## src/sv/spk_pkg.sv

```systemverilog
// Shared types, variant tables and rotation helpers for the Speck cipher block.
`timescale 1ns / 1ps
`default_nettype none

package spk_pkg;

	// Round key store depth and its address width.
	localparam int MAX_ROUNDS = 34;
	localparam int RK_AW = $clog2(MAX_ROUNDS);
	localparam int WORD_W = 64;
	localparam int NUM_VARIANTS = 10;

	// Register indexes of the configuration port.
	localparam logic [2:0] REG_VARIANT = 3'd0;
	localparam logic [2:0] REG_KEY0 = 3'd1;
	localparam logic [2:0] REG_KEY1 = 3'd2;
	localparam logic [2:0] REG_KEY2 = 3'd3;
	localparam logic [2:0] REG_KEY3 = 3'd4;

	// Word size of the selected variant.
	typedef enum logic [2:0] {
		W16 = 3'd0,
		W24 = 3'd1,
		W32 = 3'd2,
		W48 = 3'd3,
		W64 = 3'd4
	} wsel_t;

	// Operands of one round, shared by encryption, decryption and key expansion.
	typedef struct packed {
		logic dec;
		wsel_t wsel;
		logic [WORD_W-1:0] x;
		logic [WORD_W-1:0] y;
		logic [WORD_W-1:0] key;
	} round_in_t;

	typedef struct packed {
		logic [WORD_W-1:0] x;
		logic [WORD_W-1:0] y;
	} round_out_t;

	function automatic logic var_valid(input logic [3:0] v);
		return v < 4'(NUM_VARIANTS);
	endfunction

	function automatic logic [RK_AW-1:0] var_rounds(input logic [3:0] v);
		logic [RK_AW-1:0] r;
		case (v)
			4'd0: r = RK_AW'(22);
			4'd1: r = RK_AW'(22);
			4'd2: r = RK_AW'(23);
			4'd3: r = RK_AW'(26);
			4'd4: r = RK_AW'(27);
			4'd5: r = RK_AW'(28);
			4'd6: r = RK_AW'(29);
			4'd7: r = RK_AW'(32);
			4'd8: r = RK_AW'(33);
			4'd9: r = RK_AW'(34);
			default: r = RK_AW'(MAX_ROUNDS);
		endcase
		return r;
	endfunction

	// Number of key words; the schedule keeps nk-1 of them in the l registers.
	function automatic logic [2:0] var_nk(input logic [3:0] v);
		logic [2:0] n;
		case (v)
			4'd0, 4'd2, 4'd4, 4'd9: n = 3'd4;
			4'd1, 4'd3, 4'd6, 4'd8: n = 3'd3;
			default: n = 3'd2;
		endcase
		return n;
	endfunction

	function automatic wsel_t var_wsel(input logic [3:0] v);
		wsel_t w;
		case (v)
			4'd0: w = W16;
			4'd1, 4'd2: w = W24;
			4'd3, 4'd4: w = W32;
			4'd5, 4'd6: w = W48;
			default: w = W64;
		endcase
		return w;
	endfunction

	function automatic logic [WORD_W-1:0] width_mask(input int w);
		return (w >= WORD_W) ? '1 : ((64'd1 << w) - 64'd1);
	endfunction

	function automatic int wsel_bits(input wsel_t ws);
		int b;
		case (ws)
			W16: b = 16;
			W24: b = 24;
			W32: b = 32;
			W48: b = 48;
			default: b = 64;
		endcase
		return b;
	endfunction

	function automatic logic [WORD_W-1:0] word_mask(input wsel_t ws);
		return width_mask(wsel_bits(ws));
	endfunction

	// Rotations on a word already masked to w bits.
	function automatic logic [WORD_W-1:0] rot_r(input logic [WORD_W-1:0] x, input int n,
			input int w);
		return ((x >> n) | (x << (w - n))) & width_mask(w);
	endfunction

	function automatic logic [WORD_W-1:0] rot_l(input logic [WORD_W-1:0] x, input int n,
			input int w);
		return ((x << n) | (x >> (w - n))) & width_mask(w);
	endfunction

	// The 16-bit word size is the only one with rotations 7 and 2.
	function automatic logic [WORD_W-1:0] rotr_a(input logic [WORD_W-1:0] x, input wsel_t ws);
		return (ws == W16) ? rot_r(x, 7, 16) : rot_r(x, 8, wsel_bits(ws));
	endfunction

	function automatic logic [WORD_W-1:0] rotl_a(input logic [WORD_W-1:0] x, input wsel_t ws);
		return (ws == W16) ? rot_l(x, 7, 16) : rot_l(x, 8, wsel_bits(ws));
	endfunction

	function automatic logic [WORD_W-1:0] rotr_b(input logic [WORD_W-1:0] x, input wsel_t ws);
		return (ws == W16) ? rot_r(x, 2, 16) : rot_r(x, 3, wsel_bits(ws));
	endfunction

	function automatic logic [WORD_W-1:0] rotl_b(input logic [WORD_W-1:0] x, input wsel_t ws);
		return (ws == W16) ? rot_l(x, 2, 16) : rot_l(x, 3, wsel_bits(ws));
	endfunction

endpackage

`default_nettype wire

```

## src/sv/spk_round_unit.sv

```systemverilog
// Shared Speck round unit: one forward or inverse round per cycle, also used for key expansion.
`timescale 1ns / 1ps
`default_nettype none

module spk_round_unit
	import spk_pkg::*;
(
	input  wire round_in_t  rin,
	output round_out_t      rout
);

	logic [WORD_W-1:0] mask;
	logic [WORD_W-1:0] sum;
	logic [WORD_W-1:0] diff;
	logic [WORD_W-1:0] enc_x;
	logic [WORD_W-1:0] dec_y;

	// Forward round: x = (x >>> a) + y ^ k, y = (y <<< b) ^ x.
	// Inverse round: y = (y ^ x) >>> b, x = ((x ^ k) - y) <<< a.
	always_comb begin
		mask = word_mask(rin.wsel);
		sum = (rotr_a(rin.x, rin.wsel) + rin.y) & mask;
		enc_x = sum ^ rin.key;
		dec_y = rotr_b(rin.y ^ rin.x, rin.wsel);
		diff = ((rin.x ^ rin.key) - dec_y) & mask;
		if (rin.dec) begin
			rout.x = rotl_a(diff, rin.wsel);
			rout.y = dec_y;
		end else begin
			rout.x = enc_x;
			rout.y = rotl_b(rin.y, rin.wsel) ^ enc_x;
		end
	end

endmodule

`default_nettype wire

```

## src/sv/speck_block_cipher.sv

```systemverilog
// Speck block cipher top level: configuration, key schedule store and round sequencer.
// A block is accepted in the idle state, then runs through its rounds (22..34 by variant)
// and is loaded into the output register once that register is free or being read; an
// undefined variant skips the rounds. The single shared round unit takes a new block only
// after the last one is loaded. Reset and every configuration write start a key expansion
// (skipped for an undefined variant) that fills the round key store; no block is accepted until it ends.
// Reset is asynchronous and active low and clears all configuration registers to zero.
`timescale 1ns / 1ps
`default_nettype none

module speck_block_cipher
	import spk_pkg::*;
(
	input  wire          clk,
	input  wire          arst_n,
	// Configuration write port.
	input  wire          cfg_we,
	input  wire  [2:0]   cfg_idx,
	input  wire  [63:0]  cfg_data,
	// Block requests.
	input  wire          s_axis_tvalid,
	output logic         s_axis_tready,
	input  wire  [127:0] s_axis_tdata,    // block_low [63:0], block_high [127:64]
	input  wire          s_axis_tuser,    // req_type [0]
	// Cipher results.
	output logic         m_axis_tvalid,
	input  wire          m_axis_tready,
	output logic [127:0] m_axis_tdata     // result_low [63:0], result_high [127:64]
);

	typedef enum logic [4:0] {
		ST_KLOAD = 5'b00001,
		ST_KEXP  = 5'b00010,
		ST_IDLE  = 5'b00100,
		ST_RUN   = 5'b01000,
		ST_FIN   = 5'b10000
	} state_t;

	state_t state_q;

	logic [3:0]        variant_q;
	logic [WORD_W-1:0] key_q [4];

	logic [RK_AW-1:0]  cnt_q;
	logic [RK_AW-1:0]  rem_q;
	logic              dec_q;
	logic [WORD_W-1:0] x_q;
	logic [WORD_W-1:0] y_q;
	logic [WORD_W-1:0] k_q;
	logic [WORD_W-1:0] l_q [3];
	logic              out_vld_q;
	logic [127:0]      out_data_q;

	// Round key store.
	logic [WORD_W-1:0] rk_mem [MAX_ROUNDS];
	logic [WORD_W-1:0] rk_q;
	logic              rk_we;
	logic [RK_AW-1:0]  rk_waddr;
	logic [WORD_W-1:0] rk_wdata;
	logic              rk_re;
	logic [RK_AW-1:0]  rk_raddr;

	round_in_t  ru_in;
	round_out_t ru_out;

	logic [WORD_W-1:0] mask;
	logic [RK_AW-1:0]  rounds;
	logic [2:0]        nk;
	logic              vld_var;
	logic              in_acc;
	logic              out_load;
	logic              last_round;
	logic              last_key;

	assign mask = word_mask(var_wsel(variant_q));
	assign rounds = var_rounds(variant_q);
	assign nk = var_nk(variant_q);
	assign vld_var = var_valid(variant_q);

	assign s_axis_tready = (state_q == ST_IDLE);
	assign in_acc = s_axis_tvalid && s_axis_tready;
	assign out_load = (state_q == ST_FIN) && (!out_vld_q || m_axis_tready);
	assign last_round = (rem_q == RK_AW'(1));
	assign last_key = (cnt_q == rounds - RK_AW'(2));

	assign m_axis_tvalid = out_vld_q;
	assign m_axis_tdata = out_data_q;

	// Round unit operands: key schedule words while expanding, the block otherwise.
	always_comb begin
		ru_in.wsel = var_wsel(variant_q);
		if (state_q == ST_KEXP) begin
			ru_in.dec = 1'b0;
			ru_in.x = l_q[0];
			ru_in.y = k_q;
			ru_in.key = WORD_W'(cnt_q);
		end else begin
			ru_in.dec = dec_q;
			ru_in.x = x_q;
			ru_in.y = y_q;
			ru_in.key = rk_q;
		end
	end

	spk_round_unit u_round (
		.rin  (ru_in),
		.rout (ru_out)
	);

	// Store write during key expansion, read one round ahead during a block.
	always_comb begin
		rk_we = 1'b0;
		rk_waddr = cnt_q + RK_AW'(1);
		rk_wdata = ru_out.y;
		if (state_q == ST_KLOAD) begin
			rk_we = vld_var;
			rk_waddr = '0;
			rk_wdata = key_q[0] & mask;
		end else if (state_q == ST_KEXP) begin
			rk_we = 1'b1;
		end
		if (state_q == ST_IDLE) begin
			rk_re = in_acc;
			rk_raddr = s_axis_tuser ? rounds - RK_AW'(1) : '0;
		end else begin
			rk_re = (state_q == ST_RUN) && !last_round;
			rk_raddr = dec_q ? cnt_q - RK_AW'(1) : cnt_q + RK_AW'(1);
		end
	end

	always_ff @(posedge clk) begin
		if (rk_we) begin
			rk_mem[rk_waddr] <= rk_wdata;
		end
		if (rk_re) begin
			rk_q <= rk_mem[rk_raddr];
		end
	end

	// Sequencer, configuration registers and output valid.
	always_ff @(posedge clk or negedge arst_n) begin
		if (!arst_n) begin
			state_q <= ST_KLOAD;
			variant_q <= '0;
			key_q[0] <= '0;
			key_q[1] <= '0;
			key_q[2] <= '0;
			key_q[3] <= '0;
			cnt_q <= '0;
			rem_q <= '0;
			out_vld_q <= 1'b0;
		end else begin
			// The output register fills on a load and empties when its result is taken.
			if (out_load) begin
				out_vld_q <= 1'b1;
			end else if (m_axis_tvalid && m_axis_tready) begin
				out_vld_q <= 1'b0;
			end
			// A configuration write restarts the key schedule.
			if (cfg_we) begin
				unique case (cfg_idx)
					REG_VARIANT: variant_q <= cfg_data[3:0];
					REG_KEY0: key_q[0] <= cfg_data;
					REG_KEY1: key_q[1] <= cfg_data;
					REG_KEY2: key_q[2] <= cfg_data;
					REG_KEY3: key_q[3] <= cfg_data;
					default: ;
				endcase
				state_q <= ST_KLOAD;
			end else begin
				unique case (state_q)
					ST_KLOAD: begin
						cnt_q <= '0;
						state_q <= vld_var ? ST_KEXP : ST_IDLE;
					end
					ST_KEXP: begin
						cnt_q <= cnt_q + RK_AW'(1);
						if (last_key) begin
							state_q <= ST_IDLE;
						end
					end
					ST_IDLE: begin
						if (in_acc) begin
							cnt_q <= s_axis_tuser ? rounds - RK_AW'(1) : '0;
							rem_q <= rounds;
							state_q <= vld_var ? ST_RUN : ST_FIN;
						end
					end
					ST_RUN: begin
						cnt_q <= dec_q ? cnt_q - RK_AW'(1) : cnt_q + RK_AW'(1);
						rem_q <= rem_q - RK_AW'(1);
						if (last_round) begin
							state_q <= ST_FIN;
						end
					end
					ST_FIN: begin
						if (out_load) begin
							state_q <= ST_IDLE;
						end
					end
					default: begin
						state_q <= ST_KLOAD;
					end
				endcase
			end
		end
	end

	// Block words, key schedule words and output data.
	always_ff @(posedge clk) begin
		unique case (state_q)
			ST_KLOAD: begin
				k_q <= key_q[0] & mask;
				l_q[0] <= key_q[1] & mask;
				l_q[1] <= key_q[2] & mask;
				l_q[2] <= key_q[3] & mask;
			end
			ST_KEXP: begin
				k_q <= ru_out.y;
				case (nk)
					3'd2: begin
						l_q[0] <= ru_out.x;
					end
					3'd3: begin
						l_q[0] <= l_q[1];
						l_q[1] <= ru_out.x;
					end
					default: begin
						l_q[0] <= l_q[1];
						l_q[1] <= l_q[2];
						l_q[2] <= ru_out.x;
					end
				endcase
			end
			ST_IDLE: begin
				if (in_acc) begin
					dec_q <= s_axis_tuser;
					if (vld_var) begin
						y_q <= s_axis_tdata[63:0] & mask;
						x_q <= s_axis_tdata[127:64] & mask;
					end else begin
						y_q <= '0;
						x_q <= '0;
					end
				end
			end
			ST_RUN: begin
				x_q <= ru_out.x;
				y_q <= ru_out.y;
			end
			ST_FIN: begin
				if (out_load) begin
					out_data_q <= {x_q, y_q};
				end
			end
			default: ;
		endcase
	end

endmodule

`default_nettype wire

```

## config.mk

```make
export PLATFORM = sky130hd
export DESIGN_NAME = speck_block_cipher
export DESIGN_NICKNAME = d
export VERILOG_FILES = /design/src/sv/spk_pkg.sv /design/src/sv/spk_round_unit.sv /design/src/sv/speck_block_cipher.sv
export SDC_FILE = /design/constraint.sdc
export NUM_CORES = 2
export LEC_CHECK = 0
export BUFFER_PORTS_ARGS = -buffer_cell sky130_fd_sc_hd__buf_4
export CAP_MARGIN = 20
export CORE_UTILIZATION = 55
export DETAILED_ROUTE_END_ITERATION = 12
export GPL_TIMING_DRIVEN = 0
export PLACE_DENSITY = 0.75
export SYNTH_ARGS = -nofsm -noshare
export SYNTH_HDL_FRONTEND = slang
export SYNTH_SLANG_ARGS = --single-unit
```

## constraint.sdc

```tcl
create_clock -name clk -period 21.7 [get_ports clk]
set_input_delay 3.255 -clock clk [delete_from_list [all_inputs] [get_ports clk]]
set_output_delay 3.255 -clock clk [all_outputs]
set_load 0.01 [all_outputs]
```

==> reports/qor.yml, run 1 <==
run_status:
  status: "stopped before the end"
  lastStage: "global routing"
  error: "[ERROR GRT-0232] Routing congestion too high. Check the congestion heatmap in the GUI."
placed_design:
  gp_congestion: 1.26
  portBuffers: 329
  dp_hpwl_mm: 606
  placed_cells: 16556
logic_synthesis:
  syn_nets: 12846
  ys_seq_elements: 3031
  synth.avg_cell_area_um2: 11.3
  syn_inst: 12503
  ys_warn_count: 0
  synth-edff-count: 2753
  synth-async-reset-ratio_pct: 9.17
  synthFlopType: "edfxtp_1"
  synth_seq_area_share_pct: 63.3
  syn_area_um2: 142000
  synthDistinctLibCells: 103
die:
  ios: 331
  fp-row-count: 185
  die_w_um: 509
  die_h_um: 509
  initial_core_util_pct: 55.5
clock_tree:
  hold_buffers: 0
  numCtsBuffers: 320
  cts_setup_buffers: 0
  cts-root-buf: "clkbuf_16"
  cts-resized-gates: 0
  cts_buffer_depth: 4
  cts.sinks: 3031
  cts_max_level: 5
grt:
  grt-ovfl-total: 167
  antenna_found_initial: 185
  grt_start_max_net_pins: 117
  track_usage_pct: 74.7
## metrics by stage
| stage | setup WS (ns) | TNS (ns) | util [%] | instance area (µm²) | hold WS, ns |
|---|---|---|---|---|---|
| floorplan | 12.05 | 0 | - | 142000 | 0.420 |
| global placement | -0.592 | -19.97 | 58.1 | 148000 | 0.446 |
| detailed placement | 4.55 | 0 | 60.8 | 155000 | 0.459 |
| CTS | 4.47 | 0 | 64.8 | 165000 | 0.472 |
## layer usage
layer | track usage, % | GRT overflow
met1 | 75.8 | 7
met2 | 89.9 | 74
met3 | 60.4 | 4
met4 | 73.6 | 82
met5 | 27.0 | 0
## Yosys cell counts (140+ instances only)
| master | number | area (µm²) |
|---|---|---|
| a211oi_1 | 143 | 1070 |
| o21ai_0 | 533 | 2670 |
| ha_1 | 140 | 1750 |
| nor2_1 | 522 | 1960 |
| clkbuf_1 | 732 | 2750 |
| a31oi_1 | 185 | 1160 |
| nand2_1 | 3102 | 11600 |
| xnor2_1 | 272 | 2380 |
| mux2_2 | 290 | 3270 |
| dfrtp_1 | 277 | 6930 |
| and3_1 | 294 | 1840 |
| a311oi_1 | 391 | 3420 |
| mux2i_1 | 145 | 1450 |
| a21oi_1 | 646 | 3230 |
| edfxtp_1 | 2753 | 82700 |
| nand3_1 | 692 | 3460 |
## cells by family after synthesis
logic type | after synthesis | synth area share, %
AO/OA/AOI/OAI | 2583 | 12.0
XOR/XNOR | 407 | 2.58
adder cells (fa/ha/maj) | 142 | 1.27
buffers and inverters | 988 | 2.68
flip-flops | 3031 | 63.3
multiplexers | 448 | 3.53
other | 1 | 0.00265
AND/OR/NAND/NOR | 4903 | 14.6
==> run 2: changes to the inputs <==
Settings changed: CORE_UTILIZATION 55 to 40, PLACE_DENSITY 0.75 to not set, PLACE_DENSITY_LB_ADDON set to 0.15.
==> run 2 against run 1 <==
  * The flow now finishes without violations
  * Synthesized area stayed put
  * Synthesized cell count stayed put
==> reports/qor.yml, run 2 <==
power_and_ir_drop:
  p_per_area_nw_per_um2: 171
  leakagePower_nw: 61.8
  ir_worst_vdd_mv: 0.114
setup_path:
  critPathLaunchType: "flop"
  cpPeakStageDelay_ns: 1.01
  crit_type: "reg -> reg"
  crit_slowest_cell: "o22ai_1"
  cp-end-kind: "flop"
  cp.required_ns: 22.34
  cp_max_fo: 12
  cp.arrival_ns: 19.46
  crit_top_cell: "clkbuf_1"
logic_synthesis:
  ys_seq_elements: 3031
  synth.avg_cell_area_um2: 11.3
  synth-edff-count: 2753
  synth_top_area_share_pct: 58.4
  ys_warn_count: 0
  synth_area_leader_cell: "edfxtp_1"
  synth.most_common_cell: "nand2_1"
  syn_inst: 12503
  synthDistinctLibCells: 103
  syn_nets: 12846
  syn_area_um2: 142000
  synth_area_leaders: "edfxtp_1 (58%), nand2_1 (8.2%), dfrtp_1 (4.9%)"
  synthFlopType: "edfxtp_1"
  synth_seq_area_share_pct: 63.3
  synth_common_cells: "nand2_1 (3102), edfxtp_1 (2753), clkbuf_1 (732)"
  synth-async-reset-ratio_pct: 9.17
timing:
  fmax_mhz: 53.1
  worst_pin_slew_ns: 1.42
  fin_skew_ns: 0.0660
  layout_setup_ws_ns: 2.88
  finalSetupTns_ns: 0
  rsz0062_at_grt: "no"
  drv_slew: 0
  min_period_over_period_pct: 86.7
  setup_viol: 0
  relSlewSlack_pct: 4.35
  holdWs_ns: 0.469
  post-route-min-period_ns: 18.82
  hold_viol_final: 0
clock_tree:
  cts-root-buf: "clkbuf_16"
  numCtsBuffers: 333
  cts_max_level: 5
  hold_buffers: 0
  cts_setup_buffers: 0
  cts_buffer_depth: 4
  cts-resized-gates: 0
  clock_latency_ns: 0.98
  cts.sinks: 3031
  cts_tree: "built"
  path_clk_slew_ns: 0.07
finish:
  final_common_cell: "nand2_1"
  design_area_um2: 169000
  mostFrequentLayoutCells: "nand2_1 (3098), edfxtp_1 (2753), clkbuf_1 (698), nand3_1 (692), a21oi_1 (635)"
  area_growth_pct: 19.6
  reg_top3: "rk_mem x2176, key_q x256, l_q x192"
  final_layout_size_suffix_gt1_share_pct: 14.1
  largest_reg_flops: 2176
  top_register: "rk_mem"
  final_nets: 13936
  stdcell_count: 18700
grt:
  grt_pass1_vias: 113495
  grt_pass1_wl_mm: 1090
  grt-ovfl-total: 0
  track_usage_pct: 46.7
  grt_start_max_net_pins: 113
  antenna_found_initial: 134
placed_design:
  dpl_worst_slack_ns: 4.02
  dp_hpwl_mm: 676
  place_area_um2: 158000
  placed_cells: 17959
  portBuffers: 329
  gp_congestion: 1.13
drt:
  routedWlPerCell_um: 45.5
  wl_mm: 852
  viasPerCell: 6.52
  vias: 121976
  drc_errors: 0
  ant_nets: 0
  drtPass1Iterations: 7
  drt_iter0_markers: 18587
job:
  max_cap_viol_count: 0
die:
  die_w_um: 597
  core_um2: 352000
  ios: 331
  die-area_um2: 356000
  die_h_um: 597
  fp-row-count: 218
  initial_core_util_pct: 40.2
hold_path:
  hp-class: "reg -> reg"
run_status:
  status: "completed"
==> run 2: cell counts after synthesis <==
No cell type changed its count.
==> run 2: final timing paths <==
check / start / to / slack, ns / cells after the start
max: variant_q[0] / l_q[0][18] / 2.88 / 31
min: y_q[41] / m_axis_tdata[41] / 0.47 / 0
max reg2reg: variant_q[0] / l_q[0][18] / 2.88 / 31
min reg2reg: y_q[41] / m_axis_tdata[41] / 0.47 / 0
max in group asynchronous: arst_n / key_q[89] / 17.54 / 3
min in group asynchronous: arst_n / key_q[199] / 2.35 / 1
==> run 2: worst max-delay path, delay by kind of cell, from the launching register on <==
family                     cells  cell delay, ns
xor gates and xnor gates       1            0.21
AOI/OAI and AO/OA              9            6.38
and+or+nand+nor                6            2.47
DFF                            1            0.42
adders and majority gates      3            1.45
buffers and inverters         12            7.46
==> run 2: area by class of cell <==
type                       instances  area [µm²]
antenna                          107         268
clock buffer                     432        8930
buffer                           879        3550
multi-input combinational       8484       49600
tap                             4730        5920
fill                           31737      183000
timing repair buffer             755        9260
inverter                         109         409
sequential                      3031       89600
clock inverter                   173        1790
==> run 2: per-layer routing <==
layer | routed length, µm | share of wire [%] | vias to the layer above | global-route usage (%)
met2 | 374000 | 44 | 9513 | 71.0
li1 | - | - | 48395 | -
met5 | 167 | 0.020 | - | 0
met4 | 86400 | 10 | 24 | 40.0
met3 | 91500 | 11 | 2614 | 13.2
met1 | 299000 | 35 | 61430 | 54.4
==> run 2: where the power goes <==
group          total [mW]  switching (mW)  internal, mW
logic                14.5            11.0          3.49
registers            8.71           0.326          8.38
clock network        5.71            2.53          3.18
total                28.9            13.8          15.1
==> run 2: kinds of logic after synthesis <==
kind of cell,count (synthesis),share of synthesized area [%]
multiplexers,448,3.53
buffers and inverters,988,2.68
flip-flops,3031,63.3
AO/OA/AOI/OAI,2583,12.0
XOR/XNOR,407,2.58
AND/OR/NAND/NOR,4903,14.6
adder cells (fa/ha/maj),142,1.27
other,1,0.00265
==> run 2: per-stage QoR <==
step	utilization [%]	total power, mW
after floorplan	-	14.2
after global placement	42.6	21.2
after detailed placement	44.8	22.3
after CTS	47.9	27.9
after global routing	48.0	28.9
final	48.0	28.9
(Power assumes the default switching activity.)
